<file path="config.mk">
export PLATFORM = sky130hd
export DESIGN_NAME = relay_command_line_parser_flat
export DESIGN_NICKNAME = d
export VERILOG_FILES = /design/src/hdl/rclp_pkg.sv /design/src/hdl/rclp_if.sv /design/src/hdl/relay_command_line_parser.sv /design/src/hdl/rclp_step.sv /design/src/flat_wrapper.sv
export SDC_FILE = /design/constraint.sdc
export NUM_CORES = 1
export LEC_CHECK = 0
export ABC_AREA = 1
export CORE_ASPECT_RATIO = 0.9
export CORE_UTILIZATION = 32
export CTS_CLUSTER_SIZE = 14
export DETAILED_ROUTE_END_ITERATION = 10
export DONT_BUFFER_PORTS = 1
export GPL_ROUTABILITY_DRIVEN = 0
export PLACE_DENSITY_LB_ADDON = 0.05
export SYNTH_ARGS = -nofsm -noshare
export SYNTH_HDL_FRONTEND = slang
export SYNTH_SLANG_ARGS = --single-unit
</file>
<file path="constraint.sdc">
create_clock -name i_clk -period 2.8 [get_ports i_clk]
set_input_delay 0.28 -clock i_clk [delete_from_list [all_inputs] [get_ports i_clk]]
set_output_delay 0.28 -clock i_clk [all_outputs]
set_load 0.01 [all_outputs]
</file>
<file path="src/hdl/rclp_pkg.sv">
// Package for the relay command line parser: types, byte codes and defaults.
`timescale 1ns / 1ps

package rclp_pkg;

    localparam int SWITCH_COUNT_DEF   = 4;
    localparam int DIRECTED_COUNT_DEF = 4;

    localparam int CHAR_W  = 8;
    localparam int CHAN_W  = 4;
    localparam int VALUE_W = 32;

    // ASCII codes of the grammar
    localparam logic [CHAR_W-1:0] CH_S     = 8'h73;  // 's'
    localparam logic [CHAR_W-1:0] CH_D     = 8'h64;  // 'd'
    localparam logic [CHAR_W-1:0] CH_T     = 8'h74;  // 't'
    localparam logic [CHAR_W-1:0] CH_COLON = 8'h3A;  // ':'
    localparam logic [CHAR_W-1:0] CH_SPACE = 8'h20;  // ' '
    localparam logic [CHAR_W-1:0] CH_ZERO  = 8'h30;  // '0'
    localparam logic [CHAR_W-1:0] DEC_BASE = 8'd10;

    typedef enum logic [2:0] {
        PH_SERVICE = 3'd0,
        PH_COLON   = 3'd1,
        PH_INST    = 3'd2,
        PH_SEP     = 3'd3,
        PH_T       = 3'd4,
        PH_SPACE   = 3'd5,
        PH_DIGITS  = 3'd6
    } t_phase;

    typedef struct packed {
        t_phase               phase;
        logic                 kind;
        logic [CHAN_W-1:0]    channel;
        logic                 timeout;
        logic [VALUE_W-1:0]   value;
        logic                 digit_seen;
        logic                 failed;
    } t_parse_state;

    typedef struct packed {
        logic                 ok;
        logic                 channel_kind;
        logic [CHAN_W-1:0]    channel;
        logic                 is_timeout;
        logic [VALUE_W-1:0]   value;
    } t_result;

    localparam t_parse_state STATE_RESET = '{
        phase:      PH_SERVICE,
        kind:       1'b0,
        channel:    '0,
        timeout:    1'b0,
        value:      '0,
        digit_seen: 1'b0,
        failed:     1'b0
    };

endpackage

</file>
<file path="src/hdl/rclp_if.sv">
// Valid/ready word channels for the relay command line parser.
`timescale 1ns / 1ps

interface rclp_in_if;
    logic                       valid;
    logic                       ready;
    logic [rclp_pkg::CHAR_W-1:0] char_in;
    logic                       is_last;

    modport source (output valid, output char_in, output is_last, input ready);
    modport sink   (input valid, input char_in, input is_last, output ready);
endinterface

interface rclp_out_if;
    logic                         valid;
    logic                         ready;
    logic                         ok;
    logic                         channel_kind;
    logic [rclp_pkg::CHAN_W-1:0]  channel;
    logic                         is_timeout;
    logic [rclp_pkg::VALUE_W-1:0] value;

    modport source (output valid, output ok, output channel_kind, output channel,
                    output is_timeout, output value, input ready);
    modport sink   (input valid, input ok, input channel_kind, input channel,
                    input is_timeout, input value, output ready);
endinterface

</file>
<file path="src/hdl/relay_command_line_parser.sv">
// Top level of the relay command line parser.
//
// Usage:
//   i_in carries one command-line byte per word (char_in) with is_last on
//   the final byte. o_out carries one result word per line, produced when
//   the byte marked is_last has been parsed: ok, channel_kind, channel,
//   is_timeout and value (all zero, ok=0 included, when the line is bad).
// Timing:
//   A byte is captured in an input register, parsed from there by the
//   step logic against the held parse state, and a line's result lands
//   in the output register, which raises o_out.valid. One byte per cycle
//   is accepted sustained unless a last byte waits on a held result; the
//   parse state update (v*10 + d adds) feeds back on r_state.
// Stall:
//   While a result waits in o_out, non-last bytes keep flowing; a further
//   last byte is held in the input register until the result is taken,
//   which then back-pressures i_in.ready.
// Reset:
//   i_rst_n (synchronous, low) empties both registers and returns the
//   parser to expecting a service byte.
`timescale 1ns / 1ps

module relay_command_line_parser #(
    parameter int SWITCH_COUNT   = rclp_pkg::SWITCH_COUNT_DEF,
    parameter int DIRECTED_COUNT = rclp_pkg::DIRECTED_COUNT_DEF
) (
    input  logic        i_clk,
    input  logic        i_rst_n,
    rclp_in_if.sink     i_in,
    rclp_out_if.source  o_out
);
    import rclp_pkg::*;

    // input register
    logic                r_in_valid;
    logic [CHAR_W-1:0]   r_char;
    logic                r_last;

    // parse state and result register
    t_parse_state        r_state;
    t_parse_state        n_state;
    t_result             n_result;
    t_result             r_result;
    logic                r_out_valid;

    logic                fire;

    // a last byte may only be parsed when the result slot is free or being taken
    assign fire       = r_in_valid && (!r_last || !r_out_valid || o_out.ready);
    assign i_in.ready = !r_in_valid || fire;

    rclp_step #(
        .SWITCH_COUNT   (SWITCH_COUNT),
        .DIRECTED_COUNT (DIRECTED_COUNT)
    ) u_step (
        .i_state  (r_state),
        .i_char   (r_char),
        .i_last   (r_last),
        .o_next   (n_state),
        .o_result (n_result)
    );

    always_ff @(posedge i_clk) begin
        if (!i_rst_n) begin
            r_in_valid <= 1'b0;
        end else if (i_in.ready) begin
            r_in_valid <= i_in.valid;
        end
    end

    always_ff @(posedge i_clk) begin
        if (i_in.valid && i_in.ready) begin
            r_char <= i_in.char_in;
            r_last <= i_in.is_last;
        end
    end

    always_ff @(posedge i_clk) begin
        if (!i_rst_n) begin
            r_state <= STATE_RESET;
        end else if (fire) begin
            r_state <= n_state;
        end
    end

    always_ff @(posedge i_clk) begin
        if (!i_rst_n) begin
            r_out_valid <= 1'b0;
        end else if (fire && r_last) begin
            r_out_valid <= 1'b1;
        end else if (o_out.ready) begin
            r_out_valid <= 1'b0;
        end
    end

    always_ff @(posedge i_clk) begin
        if (fire && r_last) begin
            r_result <= n_result;
        end
    end

    assign o_out.valid        = r_out_valid;
    assign o_out.ok           = r_result.ok;
    assign o_out.channel_kind = r_result.channel_kind;
    assign o_out.channel      = r_result.channel;
    assign o_out.is_timeout   = r_result.is_timeout;
    assign o_out.value        = r_result.value;

endmodule

</file>
<file path="src/hdl/rclp_step.sv">
// One parser step: next parse state and line result for one byte.
`timescale 1ns / 1ps

module rclp_step #(
    parameter int SWITCH_COUNT   = rclp_pkg::SWITCH_COUNT_DEF,
    parameter int DIRECTED_COUNT = rclp_pkg::DIRECTED_COUNT_DEF
) (
    input  rclp_pkg::t_parse_state             i_state,
    input  logic [rclp_pkg::CHAR_W-1:0]        i_char,
    input  logic                               i_last,
    output rclp_pkg::t_parse_state             o_next,
    output rclp_pkg::t_result                  o_result
);
    import rclp_pkg::*;

    localparam logic [CHAN_W-1:0] SW_LIM  = CHAN_W'(SWITCH_COUNT);
    localparam logic [CHAN_W-1:0] DIR_LIM = CHAN_W'(DIRECTED_COUNT);

    logic [CHAR_W-1:0]  digit;
    logic               is_digit;
    logic [CHAN_W-1:0]  limit;
    logic               byte_bad;
    t_phase             n_phase;
    t_parse_state       upd;
    logic               good;

    assign digit    = i_char - CH_ZERO;
    assign is_digit = (digit < DEC_BASE);
    assign limit    = i_state.kind ? DIR_LIM : SW_LIM;

    // next phase and grammar check
    always_comb begin
        n_phase  = i_state.phase;
        byte_bad = 1'b0;
        unique case (i_state.phase)
            PH_SERVICE: begin
                if (i_char == CH_S || i_char == CH_D) n_phase = PH_COLON;
                else byte_bad = 1'b1;
            end
            PH_COLON: begin
                if (i_char == CH_COLON) n_phase = PH_INST;
                else byte_bad = 1'b1;
            end
            PH_INST: begin
                if (is_digit && digit[CHAN_W-1:0] < limit) n_phase = PH_SEP;
                else byte_bad = 1'b1;
            end
            PH_SEP: begin
                if (i_char == CH_COLON) n_phase = PH_T;
                else if (i_char == CH_SPACE) n_phase = PH_DIGITS;
                else byte_bad = 1'b1;
            end
            PH_T: begin
                if (i_char == CH_T) n_phase = PH_SPACE;
                else byte_bad = 1'b1;
            end
            PH_SPACE: begin
                if (i_char == CH_SPACE) n_phase = PH_DIGITS;
                else byte_bad = 1'b1;
            end
            PH_DIGITS: begin
                if (!is_digit) byte_bad = 1'b1;
            end
            default: byte_bad = 1'b1;
        endcase
    end

    // data fields; all frozen once the line has failed
    always_comb begin
        upd = i_state;
        if (!i_state.failed) begin
            upd.phase = n_phase;
            if (byte_bad) begin
                upd.failed = 1'b1;
            end else begin
                case (i_state.phase)
                    PH_SERVICE: upd.kind    = (i_char == CH_D);
                    PH_INST:    upd.channel = digit[CHAN_W-1:0];
                    PH_SEP:     upd.timeout = (i_char == CH_COLON);
                    PH_DIGITS: begin
                        // v*10 + d as shifts and two adds
                        upd.value = (i_state.value << 3) + (i_state.value << 1)
                                  + VALUE_W'(digit);
                        upd.digit_seen = 1'b1;
                    end
                    default: ;
                endcase
            end
        end
    end

    assign good   = !upd.failed && upd.phase == PH_DIGITS && upd.digit_seen;
    assign o_next = i_last ? STATE_RESET : upd;

    always_comb begin
        o_result = '0;
        if (good) begin
            o_result.ok           = 1'b1;
            o_result.channel_kind = upd.kind;
            o_result.channel      = upd.channel;
            o_result.is_timeout   = upd.timeout;
            o_result.value        = upd.value;
        end
    end

endmodule
</file>
<file path="src/flat_wrapper.sv">
// flat-port wrapper written by rule: the top's interface ports become plain ports
module relay_command_line_parser_flat import rclp_pkg::*;
#(
    parameter int SWITCH_COUNT   = rclp_pkg::SWITCH_COUNT_DEF,
    parameter int DIRECTED_COUNT = rclp_pkg::DIRECTED_COUNT_DEF
)
  (i_clk, i_rst_n, i_in_valid, i_in_char_in, i_in_is_last, i_in_ready, o_out_valid, o_out_ok, o_out_channel_kind, o_out_channel, o_out_is_timeout, o_out_value, o_out_ready);
  rclp_in_if i_in_i ();
  rclp_out_if o_out_i ();
  input  logic i_clk;
  input  logic i_rst_n;
  input wire logic [$bits(i_in_i.valid)-1:0] i_in_valid;
  input wire logic [$bits(i_in_i.char_in)-1:0] i_in_char_in;
  input wire logic [$bits(i_in_i.is_last)-1:0] i_in_is_last;
  output wire logic [$bits(i_in_i.ready)-1:0] i_in_ready;
  output wire logic [$bits(o_out_i.valid)-1:0] o_out_valid;
  output wire logic [$bits(o_out_i.ok)-1:0] o_out_ok;
  output wire logic [$bits(o_out_i.channel_kind)-1:0] o_out_channel_kind;
  output wire logic [$bits(o_out_i.channel)-1:0] o_out_channel;
  output wire logic [$bits(o_out_i.is_timeout)-1:0] o_out_is_timeout;
  output wire logic [$bits(o_out_i.value)-1:0] o_out_value;
  input wire logic [$bits(o_out_i.ready)-1:0] o_out_ready;
  assign i_in_i.valid = i_in_valid;
  assign i_in_i.char_in = i_in_char_in;
  assign i_in_i.is_last = i_in_is_last;
  assign i_in_ready = i_in_i.ready;
  assign o_out_valid = o_out_i.valid;
  assign o_out_ok = o_out_i.ok;
  assign o_out_channel_kind = o_out_i.channel_kind;
  assign o_out_channel = o_out_i.channel;
  assign o_out_is_timeout = o_out_i.is_timeout;
  assign o_out_value = o_out_i.value;
  assign o_out_i.ready = o_out_ready;
  relay_command_line_parser #(.SWITCH_COUNT(SWITCH_COUNT), .DIRECTED_COUNT(DIRECTED_COUNT)) u_core (.i_clk(i_clk), .i_rst_n(i_rst_n), .i_in(i_in_i), .o_out(o_out_i));
endmodule
</file>
==> impl_metrics.py, run 1 <==
metrics = {
    "grt": {
        "grt_usage_pct": 19.5,
        "grt_pass1_wl_um": 33200,
        "grt_pass1_vias": 6179,
        "overflow": 0,
        "antenna_found_initial": 0,
        "grt_max_degree": 44,
    },
    "clock_network": {
        "cts_inserted_buffers": 9,
        "cts_tree": "done",
        "clock_latency_ps": 370,
        "ctsHtreeMaxLevel": 3,
        "clkTransAtPathRegs_ps": 90,
        "clock_sinks": 93,
        "cts.path.max_buffers": 2,
        "root_buffer": "clkbuf_16",
    },
    "critical_path": {
        "cpMostUsedCell": "nand2_2",
        "critical_path.slowest_cell": "fa_1",
        "r2r_setup_slack_ps": -120,
        "cp.arrival_ps": 3060,
        "cpPeakStageDelay_ps": 490,
        "startpoint_type": "flop",
        "endpoint_kind": "flop",
        "critPathMaxFanout": 4,
        "crit_required_ps": 2940,
        "path_cells": "ha_2, xor2_2, fa_1, inv_2, ha_4, nand2_1, nand2_2, a21oi_2, nand2_4, buf_4, nand3_4, nand4_1, nand2_2, nand2_2, nand2_2, nor2_4",
        "rr_startpoint": "u_core.r_char[5]",
        "rr_worst_depth": 16,
        "critical_path_class": "reg2reg",
        "r2r-end": "u_core.o_out.value[25]",
    },
    "logic_synthesis": {
        "ys_seq_elements": 93,
        "netlist_instances": 1014,
        "synth_ff_type": "edfxtp_1",
        "synth-seq-area-share_pct": 33.8,
        "synth_top_area_share_pct": 20.9,
        "syn-num-nets": 1090,
        "synth_area_leaders": "nand2_1 21%, edfxtp_1 21%, dfxtp_1 13%, ha_1 10%, inv_1 7.9%",
        "synth-edff-count": 48,
        "synth_area_per_cell_sq_um": 6.83,
        "yosysWarnings": 0,
        "ys_types": 31,
        "ys_async_sr_fraction_pct": 0,
        "yosysTopAreaCell": "nand2_1",
        "syn_area_sq_um": 6930,
    },
    "sta": {
        "max_clock_freq_ghz": 0.343,
        "rsz0062_at_grt": "true",
        "timing.final.ws_setup_ps": -119,
        "slew_viol_final": 0,
        "hold_violations": 0,
        "setup_viol": 36,
        "slew_headroom_pct": 60.1,
        "fin_crit_sh_pct": 104,
        "tightest_slew_ps": 598,
        "finalCriticalPeriod_ps": 2920,
        "fin_worst_skew_ps": 16.1,
    },
    "route": {
        "drt-initial-drc-count": 288,
        "routed_via_density": 4.66,
        "wl_per_cell_um": 15.1,
        "vias": 6357,
        "drc": 0,
        "drtAntennaViolNets": 0,
        "firstDrtPassIters": 5,
        "wl_um": 20600,
    },
    "job": {
        "drv_cap": 0,
    },
    "place": {
        "dp_hpwl_um": 14900,
        "dpl_cell_area_sq_um": 7670,
        "io_buffers": 0,
    },
    "min_path": {
        "hold_path_end": "u_core.o_out.valid",
        "hold_depth": 2,
        "hold_path_class": "in2reg",
        "hold_start": "i_rst_n",
    },
    "floorplan": {
        "die_area_sq_um": 22200,
        "die_w_um": 157,
        "start_util_pct": 33.0,
        "rows": 50,
        "pin_count": 54,
        "fp.dieH_um": 142,
        "coreArea_sq_um": 21000,
    },
    "pwr": {
        "power.density_nw_per_um2": 337,
        "p_leak_uw": 0.00417,
        "ir_drop_uv": 220,
    },
    "cells_and_area": {
        "final_cell_mix": "317 x nand2_1, 137 x inv_1, 63 x nor2_1, 61 x a21oi_1, 53 x nand2_2",
        "layout_commonest_cell": "nand2_1",
        "final_nets": 1149,
        "drive_gt1_share_pct": 22.8,
        "layout-area-overhead-vs-synth_pct": 26.8,
        "design_area_sq_um": 8790,
        "diodes": 0,
        "post-route-util_pct": 41.8,
    },
    "outcome": {
        "violations": "negative setup slack",
        "status": "finished, violations left",
    },
}
worst max-delay path, delay by kind of cell, from the launching register on:
kind / cells / cell delay [ps]
AO/OA/AOI/OAI: 1 / 170
adder cells (fa/ha/maj): 3 / 950
AND/OR/NAND/NOR: 9 / 740
buffers and inverters: 2 / 190
XOR/XNOR: 1 / 180
flip-flops: 1 / 450
logic make-up (layout without fill, tap and decap cells):
| kind of cell | after synthesis | in the layout | share of synthesized area (%) |
|---|---|---|---|
| buffers and inverters | 171 | 235 | 9.70 |
| adders and majority gates | 63 | 63 | 12.0 |
| xor gates and xnor gates | 17 | 17 | 2.15 |
| and+or+nand+nor | 568 | 568 | 34.5 |
| DFF | 93 | 93 | 33.8 |
| AOI/OAI and AO/OA | 102 | 102 | 7.77 |
cell type report:
| cell class | instances | area (sq um) |
|---|---|---|
| clock buffers | 9 | 225 |
| clock inverters | 7 | 81.3 |
| fillers | 2238 | 12200 |
| inverters | 148 | 556 |
| multi-input cells | 750 | 4570 |
| flip-flops and latches | 93 | 2340 |
| well taps | 286 | 358 |
| repair buffers | 71 | 651 |
stage by stage:
step,TNS [ps],cells,worst slack (ps),total power (uW),hold WS (ps)
detailed placement,-7170,1329,-319,1660,379
finish,-1940,1364,-119,2960,37.5
global route,-9190,1364,-271,3070,36.3
floorplan,-3.77,1014,-3.77,1590,379
global placement,-6290,1329,-304,1660,379
CTS,-1680,1361,-91.6,3000,28.9
metal layers:
| layer | up-vias | wire length [um] | global-route usage [%] |
|---|---|---|---|
| li1 | 3332 | - | - |
| met1 | 2915 | 10700 | 28.3 |
| met2 | 97 | 9080 | 29.9 |
| met3 | 13 | 569 | 2.54 |
| met4 | 0 | 289 | 5.77 |
| met5 | - | 0 | 0 |
cell usage after synthesis (9+ instances only):
library cell / number
nor2_4: 10
a21oi_1: 84
xor2_1: 14
nand3_1: 66
nand4_1: 15
ha_1: 57
inv_1: 146
buf_2: 9
nor2_1: 69
dfxtp_1: 45
nand2_1: 385
clkbuf_1: 10
edfxtp_1: 48
power breakdown:
group | leakage [uW] | switching [uW] | internal [uW]
combinational | 0.00320 | 120 | 74.6
sequential | 0.000828 | 21.6 | 1450
clock | 0.000149 | 657 | 636
sequential cells by signal, indices dropped and copies added, names as in the netlist:
register,cells
u_core.r_char,8
u_core.o_out.value,32
u_core.o_out.channel,4
u_core.r_in_valid,1
u_core.o_out.ok,1
u_core.r_state,43
u_core.o_out.channel_kind,1
u_core.o_out.is_timeout,1
u_core.r_last,1
u_core.o_out.valid,1
how the worst max path moves through the flow:
| stage | end | depth (start not counted) | slack [ps] | start |
|---|---|---|---|---|
| 2_1_floorplan | u_core.o_out.value[29] | 18 | -4 | u_core.r_char[4] |
| 3_3_place_gp | u_core.o_out.value[27] | 18 | -300 | u_core.r_char[5] |
| 3_5_place_dp | u_core.o_out.value[27] | 18 | -320 | u_core.r_char[5] |
| 4_1_cts | u_core.o_out.value[27] | 18 | -90 | u_core.r_char[5] |
| 5_1_grt | u_core.r_state[15] | 18 | -270 | u_core.r_char[7] |
| 6_report | u_core.o_out.value[25] | 16 | -120 | u_core.r_char[5] |
repair_timing:
item | in CTS | in global routing
setup endpoints to repair | 49 | 52
hold buffers | 9 | 0
gates resized for setup | 76 | 95
buffers inserted | 7 | 3
pin swaps | 38 | 29
hold endpoints to repair | 9 | 0
No activity file was read; power rests on OpenSTA's default activity.
==> inputs of run 2 (changes only) <==
--- a/config.mk
+++ b/config.mk
@@ -8,6 +8,7 @@
 export ABC_AREA = 1
 export CORE_ASPECT_RATIO = 0.9
 export CORE_UTILIZATION = 32
+export CTS_BUF_LIST = sky130_fd_sc_hd__clkbuf_8
 export CTS_CLUSTER_SIZE = 14
 export DETAILED_ROUTE_END_ITERATION = 10
 export DONT_BUFFER_PORTS = 1
==> run 2 against run 1 <==
The flow still finishes with violations (negative setup slack). First-iteration DRC count is the same. Sequential cell count is the same. Clock-buffer cell count is the same. Non-clock buffer count grew 1. Cell area shrank 2.2%. Register-to-register slack is essentially flat. Final cell count is essentially flat. Clock power shrank 25%. Routed wire length shrank 1.2%. Largest cell class unchanged. Power shrank 11%. Highest routed layer unchanged. Via count is essentially flat. Core utilization shrank 0.91 points.
==> impl_metrics.py, run 2 (synthesized netlist as in run 1, its figures left out) <==
metrics = {
    "outcome": {
        "status": "finished, violations left",
        "violations": "negative setup slack",
    },
    "route": {
        "wl_per_cell_um": 14.9,
        "drc": 0,
        "vias": 6362,
        "routed_via_density": 4.66,
        "drtAntennaViolNets": 0,
        "drt-initial-drc-count": 288,
        "wl_um": 20400,
        "firstDrtPassIters": 5,
    },
    "pwr": {
        "p_leak_uw": 0.00409,
        "power.density_nw_per_um2": 306,
        "ir_drop_uv": 228,
    },
    "job": {
        "drv_cap": 0,
    },
    "min_path": {
        "hold_start": "i_in_valid",
        "hold_depth": 2,
        "hold_path_class": "in2reg",
        "hold_path_end": "u_core.r_in_valid",
    },
    "clock_network": {
        "root_buffer": "clkbuf_8",
        "ctsHtreeMaxLevel": 3,
        "clock_latency_ps": 410,
        "cts_inserted_buffers": 9,
        "cts.path.max_buffers": 2,
        "cts_tree": "done",
        "clock_sinks": 93,
        "clkTransAtPathRegs_ps": 120,
    },
    "critical_path": {
        "critical_path_class": "reg2reg",
        "cp.arrival_ps": 3090,
        "critPathMaxFanout": 4,
        "endpoint_kind": "flop",
        "startpoint_type": "flop",
        "rr_worst_depth": 16,
        "r2r_setup_slack_ps": -110,
        "r2r-end": "u_core.o_out.value[25]",
        "crit_required_ps": 2980,
        "rr_startpoint": "u_core.r_char[5]",
    },
    "grt": {
        "antenna_found_initial": 0,
        "overflow": 0,
        "grt_usage_pct": 19.3,
        "grt_pass1_vias": 6125,
        "grt_max_degree": 44,
        "grt_pass1_wl_um": 32900,
    },
    "floorplan": {
        "fp.dieH_um": 142,
        "start_util_pct": 33.0,
        "coreArea_sq_um": 21000,
        "rows": 50,
        "die_area_sq_um": 22200,
        "die_w_um": 157,
        "pin_count": 54,
    },
    "sta": {
        "fin_crit_sh_pct": 104,
        "finalCriticalPeriod_ps": 2910,
        "slew_viol_final": 0,
        "setup_viol": 34,
        "whs_ps": 41.9,
        "slew_headroom_pct": 62.9,
        "tightest_slew_ps": 557,
        "max_clock_freq_ghz": 0.343,
        "hold_violations": 0,
        "fin_worst_skew_ps": 22.9,
        "rsz0062_at_grt": "true",
        "timing.final.ws_setup_ps": -111,
    },
    "cells_and_area": {
        "largest_register_ffs": 43,
        "layout-area-overhead-vs-synth_pct": 24.1,
        "design_area_sq_um": 8590,
        "largest-register": "u_core.r_state",
        "diodes": 0,
        "final_cell_mix": "323 x nand2_1, 134 x inv_1, 68 x a21oi_1, 63 x nor2_1, 51 x ha_1",
        "drive_gt1_share_pct": 21.4,
        "final_nets": 1150,
        "layout_commonest_cell": "nand2_1",
    },
    "place": {
        "dpl_cell_area_sq_um": 7670,
        "io_buffers": 0,
        "dp_hpwl_um": 14900,
    },
}
[run 2: cell count changes in the layout (fill, tap and decap cells not counted), sizes merged]
cell,previous run,this run
dlygate4sd3,9,10
[run 2: per-layer routing]
metal,GRT usage [%],wire [um]
met1,28.1,10600
met2,29.6,8900
met3,2.72,663
met5,0,0
met4,4.85,255
[run 2: what timing repair did]
item,in CTS,in global routing
pin swaps,52,23
buffers inserted,7,4
hold buffers,10,0
hold endpoints to repair,11,0
endpoints found under the setup margin,50,51
resized for setup,79,68
[run 2: layout make-up]
| class | instances | area (sq um) |
|---|---|---|
| clock inverters | 7 | 81.3 |
| repair buffers | 72 | 662 |
| flip-flops and latches | 93 | 2340 |
| inverters | 148 | 556 |
| well taps | 286 | 358 |
| fillers | 2269 | 12400 |
| clock buffers | 9 | 124 |
| multi-input cells | 750 | 4470 |
[run 2: report_power, final]
group	internal [uW]	total, uW	switching (uW)
clock network	355	967	611
registers	1450	1470	21.7
logic	73.6	189	116
total	1880	2630	749
[run 2: worst max-delay path by stage]
stage | start | endpoint | slack (ps) | cells after the start
2_1_floorplan | u_core.r_char[4] | u_core.o_out.value[29] | -4 | 18
3_3_place_gp | u_core.r_char[5] | u_core.o_out.value[27] | -300 | 18
6_report | u_core.r_char[5] | u_core.o_out.value[25] | -110 | 16
3_5_place_dp | u_core.r_char[5] | u_core.o_out.value[27] | -320 | 18
4_1_cts | u_core.r_char[5] | u_core.o_out.value[23] | -90 | 18
5_1_grt | u_core.r_char[5] | u_core.r_state[15] | -280 | 18
[run 2: critical path: stages (launching register included)]
cell and delay [ps]:
edfxtp_1 470, ha_2 230, xor2_2 180, fa_1 490, inv_2 40, ha_4 240
nand2_2 70, nand2_2 70, a21oi_2 180, nand2_4 90, buf_4 150, nand3_4 60
nand4_1 120, nand2_2 110, nand2_2 70, nand2_2 90, nor2_4 40
[run 2: through the flow]
| stage | power (uW) | setup TNS [ps] | worst slack [ps] | instances | utilization [%] |
|---|---|---|---|---|---|
| after floorplan | 1590 | -3.77 | -3.77 | 1014 | - |
| after global placement | 1660 | -6290 | -304 | 1329 | 36.5 |
| after detailed placement | 1660 | -7170 | -319 | 1329 | 36.5 |
| after CTS | 2680 | -1710 | -90.2 | 1361 | 39.6 |
| after global routing | 2750 | -9160 | -278 | 1365 | 40.9 |
| final | 2630 | -1670 | -111 | 1365 | 40.9 |
==> inputs of run 3 (changes only) <==
--- a/config.mk
+++ b/config.mk
@@ -7,7 +7,7 @@
 export LEC_CHECK = 0
 export ABC_AREA = 1
 export CORE_ASPECT_RATIO = 0.9
-export CORE_UTILIZATION = 32
+export CORE_UTILIZATION = 50
 export CTS_BUF_LIST = sky130_fd_sc_hd__clkbuf_8
 export CTS_CLUSTER_SIZE = 14
 export DETAILED_ROUTE_END_ITERATION = 10
==> run 3 against run 2 <==
The flow still finishes with violations (negative setup slack). Setup slack lost 5.9 ps. Die area shrank 36%. Sequential power about the same. Largest cell class unchanged. Largest power group unchanged. Highest routed layer unchanged.
==> impl_metrics.py, run 3 (synthesized netlist as in run 1, its figures left out) <==
metrics = {
    "clock_network": {
        "cts_tree": "done",
        "root_buffer": "clkbuf_8",
        "cts_inserted_buffers": 9,
        "clock_latency_ps": 400,
        "clkTransAtPathRegs_ps": 110,
        "ctsHtreeMaxLevel": 3,
        "cts.path.max_buffers": 2,
        "clock_sinks": 93,
    },
    "grt": {
        "overflow": 0,
        "grt_pass1_wl_um": 28000,
        "grt_max_degree": 45,
        "grt_usage_pct": 25.1,
        "antenna_found_initial": 0,
        "grt_pass1_vias": 5512,
    },
    "pwr": {
        "p_leak_uw": 0.00395,
        "power.density_nw_per_um2": 315,
        "ir_drop_uv": 311,
        "finalPower_uw": 2580,
    },
    "critical_path": {
        "startpoint_type": "flop",
        "cp.arrival_ps": 3090,
        "endpoint_kind": "flop",
        "critical_path_class": "reg2reg",
        "cpMostUsedCell": "nand2_1",
        "critical_path.slowest_cell": "fa_1",
        "path_cells": "ha_2, xor2_1, fa_1, inv_2, ha_4, nand2_4, buf_4, nor3_1, nand3_1, nand3_1, nand2_1, nand2_1, nand2_1, nand2_2, nor2_4",
        "critPathMaxFanout": 4,
        "cpPeakStageDelay_ps": 500,
        "crit_buf_inv": 2,
        "critPathTopFamily": "adder cells",
        "crit_required_ps": 2970,
    },
    "cells_and_area": {
        "largest_register_ffs": 43,
        "layout-area-overhead-vs-synth_pct": 18.1,
        "layout_commonest_cell": "nand2_1",
        "diodes": 0,
        "final_cell_mix": "337 x nand2_1, 137 x inv_1, 75 x a21oi_1, 64 x nor2_1, 57 x nand3_1",
        "fin_cells": 1240,
        "largest-register": "u_core.r_state",
        "drive_gt1_share_pct": 17.4,
        "final_nets": 1143,
        "n_fill_cell": 1252,
    },
    "place": {
        "place_ws_ps": -259,
        "io_buffers": 0,
        "dp_hpwl_um": 12900,
        "dp_cells": 1202,
    },
    "sta": {
        "slew_headroom_pct": 63.5,
        "fin_worst_skew_ps": 14.4,
        "timing.final.ws_setup_ps": -117,
        "hold_violations": 0,
        "fin_crit_sh_pct": 104,
        "finalCriticalPeriod_ps": 2920,
        "max_clock_freq_ghz": 0.343,
        "whs_ps": 49.0,
        "setup_viol": 32,
        "rsz0062_at_grt": "true",
        "slew_viol_final": 0,
        "tns_ps": -1920,
        "tightest_slew_ps": 548,
    },
    "floorplan": {
        "start_util_pct": 51.6,
        "rows": 40,
        "coreArea_sq_um": 13400,
        "die_area_sq_um": 14300,
        "die_w_um": 126,
        "pin_count": 54,
        "fp.dieH_um": 114,
    },
    "outcome": {
        "violations": "negative setup slack",
        "status": "finished, violations left",
    },
    "route": {
        "drc": 0,
        "vias": 6412,
        "drtAntennaViolNets": 0,
        "drt-initial-drc-count": 448,
        "wl_um": 18000,
        "firstDrtPassIters": 6,
        "wl_per_cell_um": 14.5,
        "routed_via_density": 5.17,
    },
    "min_path": {
        "hold_path_class": "in2reg",
    },
    "job": {
        "drv_cap": 0,
    },
}
==> run 3: changes by cell type in the layout (fill, tap and decap cells not counted), moves of 4 or more <==
cell     before  now
a21oi_1      68   75
a21oi_2      16    9
buf_6         9    2
inv_2        14   10
nand2_1     323  337
nand2_2      50   42
nand2_4      12    6
nand3_1      50   57
nand3_2      16   11
==> run 3: path summary, 6_finish.rpt <==
check                     from                endpoint  slack (ps)  cells after the start
max           u_core.r_char[5]  u_core.o_out.value[19]        -120                     15
min                 i_in_valid       u_core.r_in_valid          50                      2
max reg2reg   u_core.r_char[5]  u_core.o_out.value[19]        -120                     15
min reg2reg  u_core.r_state[1]       u_core.r_state[1]         460                      2
==> run 3: where the power goes <==
group,switching (uW),internal [uW]
registers,21.8,1450
clock network,562,351
logic,116,78.4
==> run 3: what timing repair did <==
action / in CTS / in global routing
endpoints found under the setup margin: 46 / 53
hold endpoints to repair: 11 / 1
resized for setup: 56 / 38
pin swaps: 29 / 21
hold buffers: 11 / 1
buffers inserted: 6 / 5
==> run 3: per-layer routing <==
layer / part of all wire (%) / global-route usage (%) / vias up / wire length, um
met3: 4.8 / 5.63 / 13 / 868
met2: 44 / 37.7 / 147 / 7850
met5: 0 / 0 / - / 0
li1: - / - / 3334 / -
met4: 0.91 / 5.30 / 0 / 163
met1: 51 / 36.7 / 2918 / 9090
==> run 3: worst register-to-register path: stages, from the launching register on <==
cell	delay (ps)
edfxtp_1	480
ha_2	240
xor2_1	150
fa_1	500
inv_2	50
ha_4	300
nand2_4	80
buf_4	140
nor3_1	170
nand3_1	110
nand3_1	100
nand2_1	50
nand2_1	100
nand2_1	100
nand2_2	90
nor2_4	40
==> run 3: layout make-up <==
class                   count  area (sq um)  share of cell area (%)
inverters                 148           558                    6.82
multi-input cells         750          4300                    52.5
clock inverters             7          75.1                   0.917
well taps                 168           210                    2.57
flip-flops and latches     93          2340                    28.6
clock buffers               9           124                    1.51
repair buffers             65           576                    7.03
==> run 3: per-stage QoR <==
step / instance area, sq um / utilization (%)
final: 8180 / 61.0
after global routing: 8180 / 61.0
after CTS: 8000 / 59.6
after detailed placement: 7450 / 55.6
after global placement: 7450 / 55.6
after floorplan: 6980 / -
